==> config.mk <==
export PLATFORM = sky130hd
export DESIGN_NAME = percentile_frame_rate_governor_unit_flat
export DESIGN_NICKNAME = d
export VERILOG_FILES = /design/src/rtl/core/pfrg_pkg.sv /design/src/rtl/core/pfrg_if.sv /design/src/rtl/core/percentile_frame_rate_governor_unit.sv /design/src/rtl/core/pfrg_dp.sv /design/src/rtl/core/pfrg_ctrl.sv /design/src/flat_wrapper.sv
export SDC_FILE = /design/constraint.sdc
export NUM_CORES = 2
export LEC_CHECK = 0
export BUFFER_PORTS_ARGS = -buffer_cell sky130_fd_sc_hd__buf_2
export CORE_MARGIN = 4
export CORE_UTILIZATION = 50
export CTS_BUF_LIST = sky130_fd_sc_hd__clkbuf_4
export CTS_CLUSTER_DIAMETER = 50
export DETAILED_ROUTE_END_ITERATION = 8
export PLACE_DENSITY = 0.69
export RECOVER_POWER = 50
export SETUP_SLACK_MARGIN = 0.3
export SKIP_CTS_REPAIR_TIMING = 1
export SKIP_LAST_GASP = 1
export SLEW_MARGIN = 20
export SYNTH_ARGS = -nofsm -noshare
export SYNTH_HDL_FRONTEND = slang
export SYNTH_HIERARCHICAL = 1
export SYNTH_SLANG_ARGS = --single-unit
==> constraint.sdc <==
create_clock -name clk -period 26.4 [get_ports clk]
set_clock_uncertainty 0.2 [all_clocks]
set_input_delay 2.64 -clock clk [delete_from_list [all_inputs] [get_ports clk]]
set_output_delay 2.64 -clock clk [all_outputs]
set_load 0.02 [all_outputs]
==> src/rtl/core/pfrg_pkg.sv <==
`timescale 1ns / 1ps
// Shared types and constants of the percentile frame-rate governor.
package pfrg_pkg;

	// Field widths of the channels and the stored state.
	localparam int unsigned CFG_IDX_W  = 3;
	localparam int unsigned INTERVAL_W = 20;
	localparam int unsigned WORKER_W   = 32;
	localparam int unsigned SAMPLE_W   = 31;
	localparam int unsigned HELD_W     = 5;
	localparam int unsigned CHANGES_W  = 32;
	localparam int unsigned FPS_W      = 6;

	// Configuration register indexes.
	typedef enum logic [CFG_IDX_W-1:0] {
		CFG_INTERVAL_FAST = 3'd0,
		CFG_INTERVAL_MID  = 3'd1,
		CFG_INTERVAL_SLOW = 3'd2,
		CFG_RISE_TO_FAST  = 3'd3,
		CFG_RISE_TO_MID   = 3'd4
	} cfg_reg_t;

	// Reset values of the configuration registers.
	localparam logic [INTERVAL_W-1:0] RST_INTERVAL_FAST = 20'd16667;
	localparam logic [INTERVAL_W-1:0] RST_INTERVAL_MID  = 20'd33333;
	localparam logic [INTERVAL_W-1:0] RST_INTERVAL_SLOW = 20'd50000;
	localparam logic [INTERVAL_W-1:0] RST_RISE_TO_FAST  = 20'd13333;
	localparam logic [INTERVAL_W-1:0] RST_RISE_TO_MID   = 20'd26667;

	// Target rate codes and their frame rates.
	typedef enum logic [1:0] {
		RATE_60 = 2'd0,
		RATE_30 = 2'd1,
		RATE_20 = 2'd2
	} rate_t;

	localparam logic [FPS_W-1:0] FPS_FAST = 6'd60;
	localparam logic [FPS_W-1:0] FPS_MID  = 6'd30;
	localparam logic [FPS_W-1:0] FPS_SLOW = 6'd20;

	// Controller states.
	typedef enum logic [2:0] {
		ST_IDLE,
		ST_EMIT,
		ST_SCAN,
		ST_DRAIN,
		ST_EVAL
	} state_t;

	// Commands from the controller to the datapath.
	typedef struct packed {
		logic store;
		logic scan;
		logic clear_counts;
		logic decide;
		logic load_out;
		logic done;
	} dp_cmd_t;

	// Status from the datapath to the controller.
	typedef struct packed {
		logic window_last;
		logic found;
		logic out_free;
	} dp_status_t;

endpackage

==> src/rtl/core/pfrg_if.sv <==
`timescale 1ns / 1ps
// Channel interfaces of the governor: input events, results and configuration writes.

interface pfrg_req_if
	import pfrg_pkg::*;
();
	logic                       valid;
	logic                       ready;
	logic                       presented;
	logic signed [WORKER_W-1:0] worker_us;

	modport source (output valid, output presented, output worker_us, input ready);
	modport sink (input valid, input presented, input worker_us, output ready);
endinterface

interface pfrg_rsp_if
	import pfrg_pkg::*;
();
	logic                  valid;
	logic                  ready;
	logic                  window_done;
	logic [1:0]            rate_code;
	logic [FPS_W-1:0]      frames_per_second;
	logic [INTERVAL_W-1:0] frame_interval_us;
	logic [SAMPLE_W-1:0]   p95_us;
	logic [HELD_W-1:0]     samples_held;
	logic [CHANGES_W-1:0]  rate_changes;

	modport source (output valid, output window_done, output rate_code,
		output frames_per_second, output frame_interval_us, output p95_us,
		output samples_held, output rate_changes, input ready);
	modport sink (input valid, input window_done, input rate_code,
		input frames_per_second, input frame_interval_us, input p95_us,
		input samples_held, input rate_changes, output ready);
endinterface

interface pfrg_cfg_if
	import pfrg_pkg::*;
();
	logic                  valid;
	logic                  ready;
	logic [CFG_IDX_W-1:0]  index;
	logic [INTERVAL_W-1:0] data;

	modport source (output valid, output index, output data, input ready);
	modport sink (input valid, input index, input data, output ready);
endinterface

==> src/rtl/core/percentile_frame_rate_governor_unit.sv <==
`timescale 1ns / 1ps
// An item that does not complete a window goes through the emit state into the result register,
// and the next item is accepted only once the controller is back in the idle state.
// An item that completes a window runs a rank search first: for each candidate in turn the
// scan, drain and eval states count it against every stored sample through the dual-read
// window store, until one holds the rank. A stalled result holds the flow.
// Reset zeroes control state, rate, percentile and counters and loads the configuration
// defaults; the window store is not cleared and every entry is written before it is read.
module percentile_frame_rate_governor_unit
	import pfrg_pkg::*;
#(
	parameter int unsigned WINDOW = 32
) (
	input  logic clk,
	input  logic arst_n,
	pfrg_req_if.sink   req,
	pfrg_rsp_if.source rsp,
	pfrg_cfg_if.sink   cfg
);

	localparam int unsigned IDX_W = $clog2(WINDOW);

	dp_cmd_t          cmd;
	dp_status_t       status;
	logic [IDX_W-1:0] cand_addr, scan_addr;

	// Configuration writes are always taken.
	assign cfg.ready = 1'b1;

	pfrg_ctrl #(
		.WINDOW(WINDOW)
	) u_ctrl (
		.clk       (clk),
		.arst_n    (arst_n),
		.in_valid  (req.valid),
		.in_ready  (req.ready),
		.status    (status),
		.cmd       (cmd),
		.cand_addr (cand_addr),
		.scan_addr (scan_addr)
	);

	pfrg_dp #(
		.WINDOW(WINDOW)
	) u_dp (
		.clk              (clk),
		.arst_n           (arst_n),
		.in_presented     (req.presented),
		.in_worker_us     (req.worker_us),
		.cfg_valid        (cfg.valid),
		.cfg_index        (cfg.index),
		.cfg_data         (cfg.data),
		.cmd              (cmd),
		.cand_addr        (cand_addr),
		.scan_addr        (scan_addr),
		.status           (status),
		.out_valid        (rsp.valid),
		.out_ready        (rsp.ready),
		.out_window_done  (rsp.window_done),
		.out_rate_code    (rsp.rate_code),
		.out_fps          (rsp.frames_per_second),
		.out_interval_us  (rsp.frame_interval_us),
		.out_p95_us       (rsp.p95_us),
		.out_samples_held (rsp.samples_held),
		.out_rate_changes (rsp.rate_changes)
	);

endmodule

==> src/rtl/core/pfrg_dp.sv <==
`timescale 1ns / 1ps
// Datapath of the governor: window store, rank counters, rate decision and result register.
module pfrg_dp
	import pfrg_pkg::*;
#(
	parameter int unsigned WINDOW = 32,
	localparam int unsigned IDX_W = $clog2(WINDOW)
) (
	input  logic                       clk,
	input  logic                       arst_n,
	// Event payload
	input  logic                       in_presented,
	input  logic signed [WORKER_W-1:0] in_worker_us,
	// Configuration writes
	input  logic                       cfg_valid,
	input  logic [CFG_IDX_W-1:0]       cfg_index,
	input  logic [INTERVAL_W-1:0]      cfg_data,
	// Controller link
	input  dp_cmd_t                    cmd,
	input  logic [IDX_W-1:0]           cand_addr,
	input  logic [IDX_W-1:0]           scan_addr,
	output dp_status_t                 status,
	// Result register
	output logic                       out_valid,
	input  logic                       out_ready,
	output logic                       out_window_done,
	output logic [1:0]                 out_rate_code,
	output logic [FPS_W-1:0]           out_fps,
	output logic [INTERVAL_W-1:0]      out_interval_us,
	output logic [SAMPLE_W-1:0]        out_p95_us,
	output logic [HELD_W-1:0]          out_samples_held,
	output logic [CHANGES_W-1:0]       out_rate_changes
);

	localparam int unsigned RANK  = (WINDOW * 95 + 99) / 100 - 1;
	localparam int unsigned CNT_W = $clog2(WINDOW + 1);

	logic [INTERVAL_W-1:0] fast_q, mid_q, slow_q, rise_fast_q, rise_mid_q;
	logic [SAMPLE_W-1:0]   store_mem [WINDOW];
	logic [IDX_W-1:0]      fill_q;
	logic [SAMPLE_W-1:0]   sample;
	logic [SAMPLE_W-1:0]   rd_a_s1, rd_b_s1;
	logic                  cmp_vld_s1;
	logic [CNT_W-1:0]      lt_q, le_q;
	rate_t                 rate_q, rate_d;
	logic [SAMPLE_W-1:0]   p95_q;
	logic [CHANGES_W-1:0]  changes_q;
	logic [FPS_W-1:0]      fps;
	logic [INTERVAL_W-1:0] interval;
	logic                  out_vld_q;

	// Configuration registers.
	always_ff @(posedge clk or negedge arst_n) begin
		if (!arst_n) begin
			fast_q      <= RST_INTERVAL_FAST;
			mid_q       <= RST_INTERVAL_MID;
			slow_q      <= RST_INTERVAL_SLOW;
			rise_fast_q <= RST_RISE_TO_FAST;
			rise_mid_q  <= RST_RISE_TO_MID;
		end else if (cfg_valid) begin
			case (cfg_index)
				CFG_INTERVAL_FAST: fast_q      <= cfg_data;
				CFG_INTERVAL_MID:  mid_q       <= cfg_data;
				CFG_INTERVAL_SLOW: slow_q      <= cfg_data;
				CFG_RISE_TO_FAST:  rise_fast_q <= cfg_data;
				CFG_RISE_TO_MID:   rise_mid_q  <= cfg_data;
				default: ;
			endcase
		end
	end

	// Negative worker times are stored as zero.
	assign sample = in_worker_us[WORKER_W-1] ? '0 : in_worker_us[SAMPLE_W-1:0];
	assign status.window_last = in_presented && (fill_q == IDX_W'(WINDOW - 1));

	// Fill index of the window.
	always_ff @(posedge clk or negedge arst_n) begin
		if (!arst_n) begin
			fill_q <= '0;
		end else if (cmd.store && in_presented) begin
			fill_q <= status.window_last ? '0 : fill_q + IDX_W'(1);
		end
	end

	// Window store: one write port, two registered read ports.
	always_ff @(posedge clk) begin
		if (cmd.store && in_presented) begin
			store_mem[fill_q] <= sample;
		end
	end

	always_ff @(posedge clk) begin
		rd_a_s1 <= store_mem[cand_addr];
		rd_b_s1 <= store_mem[scan_addr];
	end

	// Count the samples below and at or below the candidate.
	always_ff @(posedge clk or negedge arst_n) begin
		if (!arst_n) begin
			cmp_vld_s1 <= 1'b0;
			lt_q       <= '0;
			le_q       <= '0;
		end else begin
			cmp_vld_s1 <= cmd.scan;
			if (cmd.clear_counts) begin
				lt_q <= '0;
				le_q <= '0;
			end else if (cmp_vld_s1) begin
				lt_q <= lt_q + CNT_W'(rd_b_s1 < rd_a_s1);
				le_q <= le_q + CNT_W'(rd_b_s1 <= rd_a_s1);
			end
		end
	end

	// The candidate holds the rank when fewer samples lie below it and enough lie at or below.
	assign status.found = (lt_q <= CNT_W'(RANK)) && (le_q > CNT_W'(RANK));

	// Hysteresis decision on the candidate that holds the rank.
	always_comb begin
		rate_d = rate_q;
		case (rate_q)
			RATE_60: begin
				if (rd_a_s1 > SAMPLE_W'(mid_q)) rate_d = RATE_20;
				else if (rd_a_s1 > SAMPLE_W'(fast_q)) rate_d = RATE_30;
			end
			RATE_30: begin
				if (rd_a_s1 > SAMPLE_W'(mid_q)) rate_d = RATE_20;
				else if (rd_a_s1 <= SAMPLE_W'(rise_fast_q)) rate_d = RATE_60;
			end
			default: begin
				if (rd_a_s1 <= SAMPLE_W'(rise_mid_q)) rate_d = RATE_30;
			end
		endcase
	end

	always_ff @(posedge clk or negedge arst_n) begin
		if (!arst_n) begin
			rate_q    <= RATE_60;
			p95_q     <= '0;
			changes_q <= '0;
		end else if (cmd.decide) begin
			rate_q <= rate_d;
			p95_q  <= rd_a_s1;
			if (rate_d != rate_q) changes_q <= changes_q + CHANGES_W'(1);
		end
	end

	// Rate number and interval for the current rate.
	always_comb begin
		case (rate_q)
			RATE_60: begin
				fps      = FPS_FAST;
				interval = fast_q;
			end
			RATE_30: begin
				fps      = FPS_MID;
				interval = mid_q;
			end
			default: begin
				fps      = FPS_SLOW;
				interval = slow_q;
			end
		endcase
	end

	// Result register.
	assign status.out_free = !out_vld_q || out_ready;

	always_ff @(posedge clk or negedge arst_n) begin
		if (!arst_n) begin
			out_vld_q <= 1'b0;
		end else if (cmd.load_out) begin
			out_vld_q <= 1'b1;
		end else if (out_ready) begin
			out_vld_q <= 1'b0;
		end
	end

	always_ff @(posedge clk) begin
		if (cmd.load_out) begin
			out_window_done  <= cmd.done;
			out_rate_code    <= rate_q;
			out_fps          <= fps;
			out_interval_us  <= interval;
			out_p95_us       <= p95_q;
			out_samples_held <= HELD_W'(fill_q);
			out_rate_changes <= changes_q;
		end
	end

	assign out_valid = out_vld_q;

endmodule

==> src/rtl/core/pfrg_ctrl.sv <==
`timescale 1ns / 1ps
// Controller of the governor: event handshake, rank search sequencing and result hand-off.
module pfrg_ctrl
	import pfrg_pkg::*;
#(
	parameter int unsigned WINDOW = 32,
	localparam int unsigned IDX_W = $clog2(WINDOW)
) (
	input  logic             clk,
	input  logic             arst_n,
	input  logic             in_valid,
	output logic             in_ready,
	input  dp_status_t       status,
	output dp_cmd_t          cmd,
	output logic [IDX_W-1:0] cand_addr,
	output logic [IDX_W-1:0] scan_addr
);

	state_t           state_q, state_d;
	logic [IDX_W-1:0] cand_q, scan_q;
	logic             done_q;
	logic             accept;
	logic             scan_end;

	assign accept   = in_valid && (state_q == ST_IDLE);
	assign scan_end = (scan_q == IDX_W'(WINDOW - 1));

	// State register.
	always_ff @(posedge clk or negedge arst_n) begin
		if (!arst_n) begin
			state_q <= ST_IDLE;
		end else begin
			state_q <= state_d;
		end
	end

	// Next state and commands.
	always_comb begin
		state_d  = state_q;
		cmd      = '0;
		in_ready = 1'b0;
		cmd.done = done_q;
		case (state_q)
			ST_IDLE: begin
				in_ready         = 1'b1;
				cmd.clear_counts = 1'b1;
				if (in_valid) begin
					cmd.store = 1'b1;
					state_d   = status.window_last ? ST_SCAN : ST_EMIT;
				end
			end
			ST_SCAN: begin
				cmd.scan = 1'b1;
				if (scan_end) state_d = ST_DRAIN;
			end
			ST_DRAIN: begin
				state_d = ST_EVAL;
			end
			ST_EVAL: begin
				if (status.found) begin
					cmd.decide = 1'b1;
					state_d    = ST_EMIT;
				end else begin
					cmd.clear_counts = 1'b1;
					state_d          = ST_SCAN;
				end
			end
			ST_EMIT: begin
				if (status.out_free) begin
					cmd.load_out = 1'b1;
					state_d      = ST_IDLE;
				end
			end
			default: begin
				state_d = ST_IDLE;
			end
		endcase
	end

	// Candidate and scan counters, and the window-done flag of the pending result.
	always_ff @(posedge clk or negedge arst_n) begin
		if (!arst_n) begin
			cand_q <= '0;
			scan_q <= '0;
			done_q <= 1'b0;
		end else begin
			case (state_q)
				ST_IDLE: begin
					cand_q <= '0;
					scan_q <= '0;
					if (accept) done_q <= status.window_last;
				end
				ST_SCAN: begin
					scan_q <= scan_end ? '0 : scan_q + IDX_W'(1);
				end
				ST_EVAL: begin
					if (!status.found) cand_q <= cand_q + IDX_W'(1);
				end
				default: ;
			endcase
		end
	end

	assign cand_addr = cand_q;
	assign scan_addr = scan_q;

endmodule

==> src/flat_wrapper.sv <==
// flat-port wrapper written by rule: the top's interface ports become plain ports
module percentile_frame_rate_governor_unit_flat import pfrg_pkg::*;
#(
	parameter int unsigned WINDOW = 32
)
  (clk, arst_n, req_valid, req_presented, req_worker_us, req_ready, rsp_valid, rsp_window_done, rsp_rate_code, rsp_frames_per_second, rsp_frame_interval_us, rsp_p95_us, rsp_samples_held, rsp_rate_changes, rsp_ready, cfg_valid, cfg_index, cfg_data, cfg_ready);
  pfrg_req_if req_i ();
  pfrg_rsp_if rsp_i ();
  pfrg_cfg_if cfg_i ();
  input  logic clk;
  input  logic arst_n;
  input wire logic [$bits(req_i.valid)-1:0] req_valid;
  input wire logic [$bits(req_i.presented)-1:0] req_presented;
  input wire logic [$bits(req_i.worker_us)-1:0] req_worker_us;
  output wire logic [$bits(req_i.ready)-1:0] req_ready;
  output wire logic [$bits(rsp_i.valid)-1:0] rsp_valid;
  output wire logic [$bits(rsp_i.window_done)-1:0] rsp_window_done;
  output wire logic [$bits(rsp_i.rate_code)-1:0] rsp_rate_code;
  output wire logic [$bits(rsp_i.frames_per_second)-1:0] rsp_frames_per_second;
  output wire logic [$bits(rsp_i.frame_interval_us)-1:0] rsp_frame_interval_us;
  output wire logic [$bits(rsp_i.p95_us)-1:0] rsp_p95_us;
  output wire logic [$bits(rsp_i.samples_held)-1:0] rsp_samples_held;
  output wire logic [$bits(rsp_i.rate_changes)-1:0] rsp_rate_changes;
  input wire logic [$bits(rsp_i.ready)-1:0] rsp_ready;
  input wire logic [$bits(cfg_i.valid)-1:0] cfg_valid;
  input wire logic [$bits(cfg_i.index)-1:0] cfg_index;
  input wire logic [$bits(cfg_i.data)-1:0] cfg_data;
  output wire logic [$bits(cfg_i.ready)-1:0] cfg_ready;
  assign req_i.valid = req_valid;
  assign req_i.presented = req_presented;
  assign req_i.worker_us = req_worker_us;
  assign req_ready = req_i.ready;
  assign rsp_valid = rsp_i.valid;
  assign rsp_window_done = rsp_i.window_done;
  assign rsp_rate_code = rsp_i.rate_code;
  assign rsp_frames_per_second = rsp_i.frames_per_second;
  assign rsp_frame_interval_us = rsp_i.frame_interval_us;
  assign rsp_p95_us = rsp_i.p95_us;
  assign rsp_samples_held = rsp_i.samples_held;
  assign rsp_rate_changes = rsp_i.rate_changes;
  assign rsp_i.ready = rsp_ready;
  assign cfg_i.valid = cfg_valid;
  assign cfg_i.index = cfg_index;
  assign cfg_i.data = cfg_data;
  assign cfg_ready = cfg_i.ready;
  percentile_frame_rate_governor_unit #(.WINDOW(WINDOW)) u_core (.clk(clk), .arst_n(arst_n), .req(req_i), .rsp(rsp_i), .cfg(cfg_i));
endmodule
==> impl_metrics.env <==
export IMPL_first_pass_iters=6
export IMPL_clk_pin_slew_ns=0.07
export IMPL_hold_depth=0
export IMPL_hold_viol_final=0
export IMPL_slowest_delay_ns=6.15
export IMPL_cts_tree="done"
export IMPL_synth_edf_count=1086
export IMPL_grt_pass1_vias=36300
export IMPL_cts_htree_levels=5
export IMPL_crit_required_ns=27.28
export IMPL_synth_seq_cells=1346
export IMPL_fmax_ghz=0.106
export IMPL_clk_path_buf_depth=4
export IMPL_io_pins=161
export IMPL_synth_cell_type_count=74
export IMPL_cp_num_buf_inv=1
export IMPL_crit_path_start_kind="register"
export IMPL_critPathMaxFanout=101
export IMPL_synth_area_sq_um=61100
export IMPL_nNetsFinal=3795
export IMPL_layout_setup_ws_ns=16.97
export IMPL_via_per_inst=6.31
export IMPL_maxCapViolations=33
export IMPL_finalSetupViolations=0
export IMPL_cp_num_cells=4
export IMPL_row_count=127
export IMPL_grt_overflow=0
export IMPL_power_density_nw_per_um2=74.0
export IMPL_grt_pass1_wl_mm=238
export IMPL_endpoint_kind="register"
export IMPL_dp_slack_ns=20.58
export IMPL_die_w_um=358
export IMPL_yosysTopAreaCellShare_pct=53.4
export IMPL_worstSetupPathType="register to register"
export IMPL_synth_area_leader_cell="edfxtp_1"
export IMPL_worstPathCellList="clkbuf_1 -> mux4_2 -> mux4_2 -> mux2_2"
export IMPL_holdWs_ns=0.229
export IMPL_core_region_area_sq_um=121000
export IMPL_hp_class="register to register"
export IMPL_globalplace_congestion=0.879
export IMPL_yosys_top_cells_area="edfxtp_1 (53%), mux4_2 (23%), dfrtp_1 (6.8%)"
export IMPL_fin_tns_setup_ns=0
export IMPL_violations="max-capacitance violations, max-slew violations"
export IMPL_relSlewSlack_pct=-502
export IMPL_path_common_cell="mux4_2"
export IMPL_initialDrtViolationCount=3622
export IMPL_numCtsBuffers=361
export IMPL_rr_worst_depth=4
export IMPL_io_buffers=156
export IMPL_utilization_pct=56.7
export IMPL_die_height_um=358
export IMPL_hpwlAfterDp_mm=97.9
export IMPL_async_flop_share_pct=14.7
export IMPL_initial_core_util_pct=50.7
export IMPL_outcome="finished with violations"
export IMPL_grt_max_degree=142
export IMPL_vias=34700
export IMPL_ant_nets=0
export IMPL_wire_per_inst_um=29.4
export IMPL_wl_mm=162
export IMPL_syn_inst=3210
export IMPL_rsz0062_at_grt="false"
export IMPL_arrival_ns=10.31
export IMPL_netlist_top_cells_count="edfxtp_1 (1086), mux4_2 (620), dfrtp_1 (167)"
export IMPL_antenna_found_initial=4
export IMPL_slowest_stage="clkbuf_1"
export IMPL_cts_root_buf="clkbuf_4"
export IMPL_synth_ff_type="edfxtp_1"
export IMPL_finalCritPeriodShare_pct=35.7
export IMPL_p_total_uw=5060
export IMPL_synth_warnings=6
export IMPL_nFillCells=9193
export IMPL_synth_most_common_cell="edfxtp_1"
export IMPL_dieArea_sq_um=128000
export IMPL_crit_family="buffers and inverters"
export IMPL_area_growth_pct=11.9
export IMPL_ir_worst_vdd_mv=0.0502
export IMPL_min_period_ns=9.43
export IMPL_clock_sinks=1346
export IMPL_avgSynthCellArea_sq_um=19.0
export IMPL_grt_use_total_pct=25.7
export IMPL_worstMarginPinSlew_ns=9.03
export IMPL_drive_above_1_share_pct=42.0
export IMPL_insertion_delay_ns=1.24
export IMPL_leakage_uw=0.0231
export IMPL_drv_slew=1217
export IMPL_ys_seq_area_share_pct=63.6
export IMPL_route_detailed_drc=0
## registers in the layout, summed over array words and instances, names as in the netlist, 31 cells and up
| name | flops |
|---|---|
| u_core/u_dp/changes_q | 32 |
| u_core/u_dp/out_p95_us | 31 |
| u_core/u_dp/out_rate_changes | 32 |
| u_core/u_dp/rd_a_s1 | 31 |
| u_core/u_dp/p95_q | 31 |
| u_core/u_dp/store_mem | 992 |
| u_core/u_dp/rd_b_s1 | 31 |
## cells in the final DEF (no fill, tap or decap), types with 6 or more instances in the layout
cell type and n:
dfxtp_1 62, nand2_1 127, nor2_4 33, ha_1 124, diode_2 9, nand3b_1 6
dfstp_2 31, buf_4 48, inv_1 118, nand4_1 25, and4_1 8, clkinv_2 24
clkbuf_4 530, and3_1 25, nor3_1 16, xnor2_1 14, clkinv_1 70, inv_2 6
dfrtp_4 7, mux4_2 620, buf_2 153, a21o_1 20, o21ai_0 102, edfxtp_1 1086
nand3_1 40, a21oi_1 39, nand2b_1 9, dfrtp_1 158, clkbuf_1 25, xor2_1 20
mux2i_1 27, nor2_1 36, nor2b_1 36, mux2_2 138
## logic make-up (layout without fill, tap and decap cells)
group                    count (synthesis)  in the layout  synth area share, %
AO/OA/AOI/OAI                          202            202                 2.05
flip-flops                            1346           1346                 63.6
multiplexers                           787            787                 25.9
XOR/XNOR                                37             37                0.567
buffers and inverters                  314            982                 2.04
AND/OR/NAND/NOR                        397            397                 3.32
other                                    3             13               0.0184
adder cells (fa/ha/maj)                124            124                 2.54
## per-layer routing
| layer | track usage [%] | vias up | wire, um |
|---|---|---|---|
| met5 | 0 | - | 16 |
| met4 | 10.4 | 2 | 5820 |
| met3 | 5.80 | 339 | 14800 |
| met2 | 42.2 | 1937 | 80400 |
| met1 | 33.5 | 18100 | 60800 |
| li1 | - | 14300 | - |
## power by group
group,switching [uW],internal (uW),leakage (uW)
combinational,429,317,0.00747
sequential,90.2,2460,0.0130
clock,837,929,0.00268
## per-stage QoR
step / cell area, sq um / cells
detailed placement: 64100 / 4856
global route: 68400 / 5498
floorplan: 61100 / 3211
CTS: 68500 / 5488
global placement: 64100 / 4856
finish: 68400 / 5500
## worst register-to-register path: stages (launching register included)
cell and delay [ns]:
dfrtp_4 0.64, clkbuf_1 6.16, mux4_2 1.32, mux4_2 0.64
mux2_2 0.37
## path summary, 6_finish.rpt
path,start,end,slack [ns]
max,u_core/u_ctrl/cand_addr[0],u_core/u_dp/rd_a_s1[14],16.97
min,u_core/u_dp/p95_q[1],u_core/u_dp/out_p95_us[1],0.23
max reg2reg,u_core/u_ctrl/cand_addr[0],u_core/u_dp/rd_a_s1[14],16.97
min reg2reg,u_core/u_dp/p95_q[1],u_core/u_dp/out_p95_us[1],0.23
max in group asynchronous,arst_n,u_core/u_ctrl/scan_addr[3],17.90
min in group asynchronous,arst_n,u_core/u_dp/rise_fast_q[1],1.97
## layout make-up
type,count,area (sq um),area share (%)
inverter,118,443,0.648
sequential,1346,38900,56.8
tap,1612,2020,2.95
clock buffer,530,3980,5.82
multi-input combinational,1551,21300,31.1
antenna,9,22.5,0.0329
clock inverter,102,443,0.648
timing repair buffer,232,1350,1.97
Power figures use the tool's default switching activity.
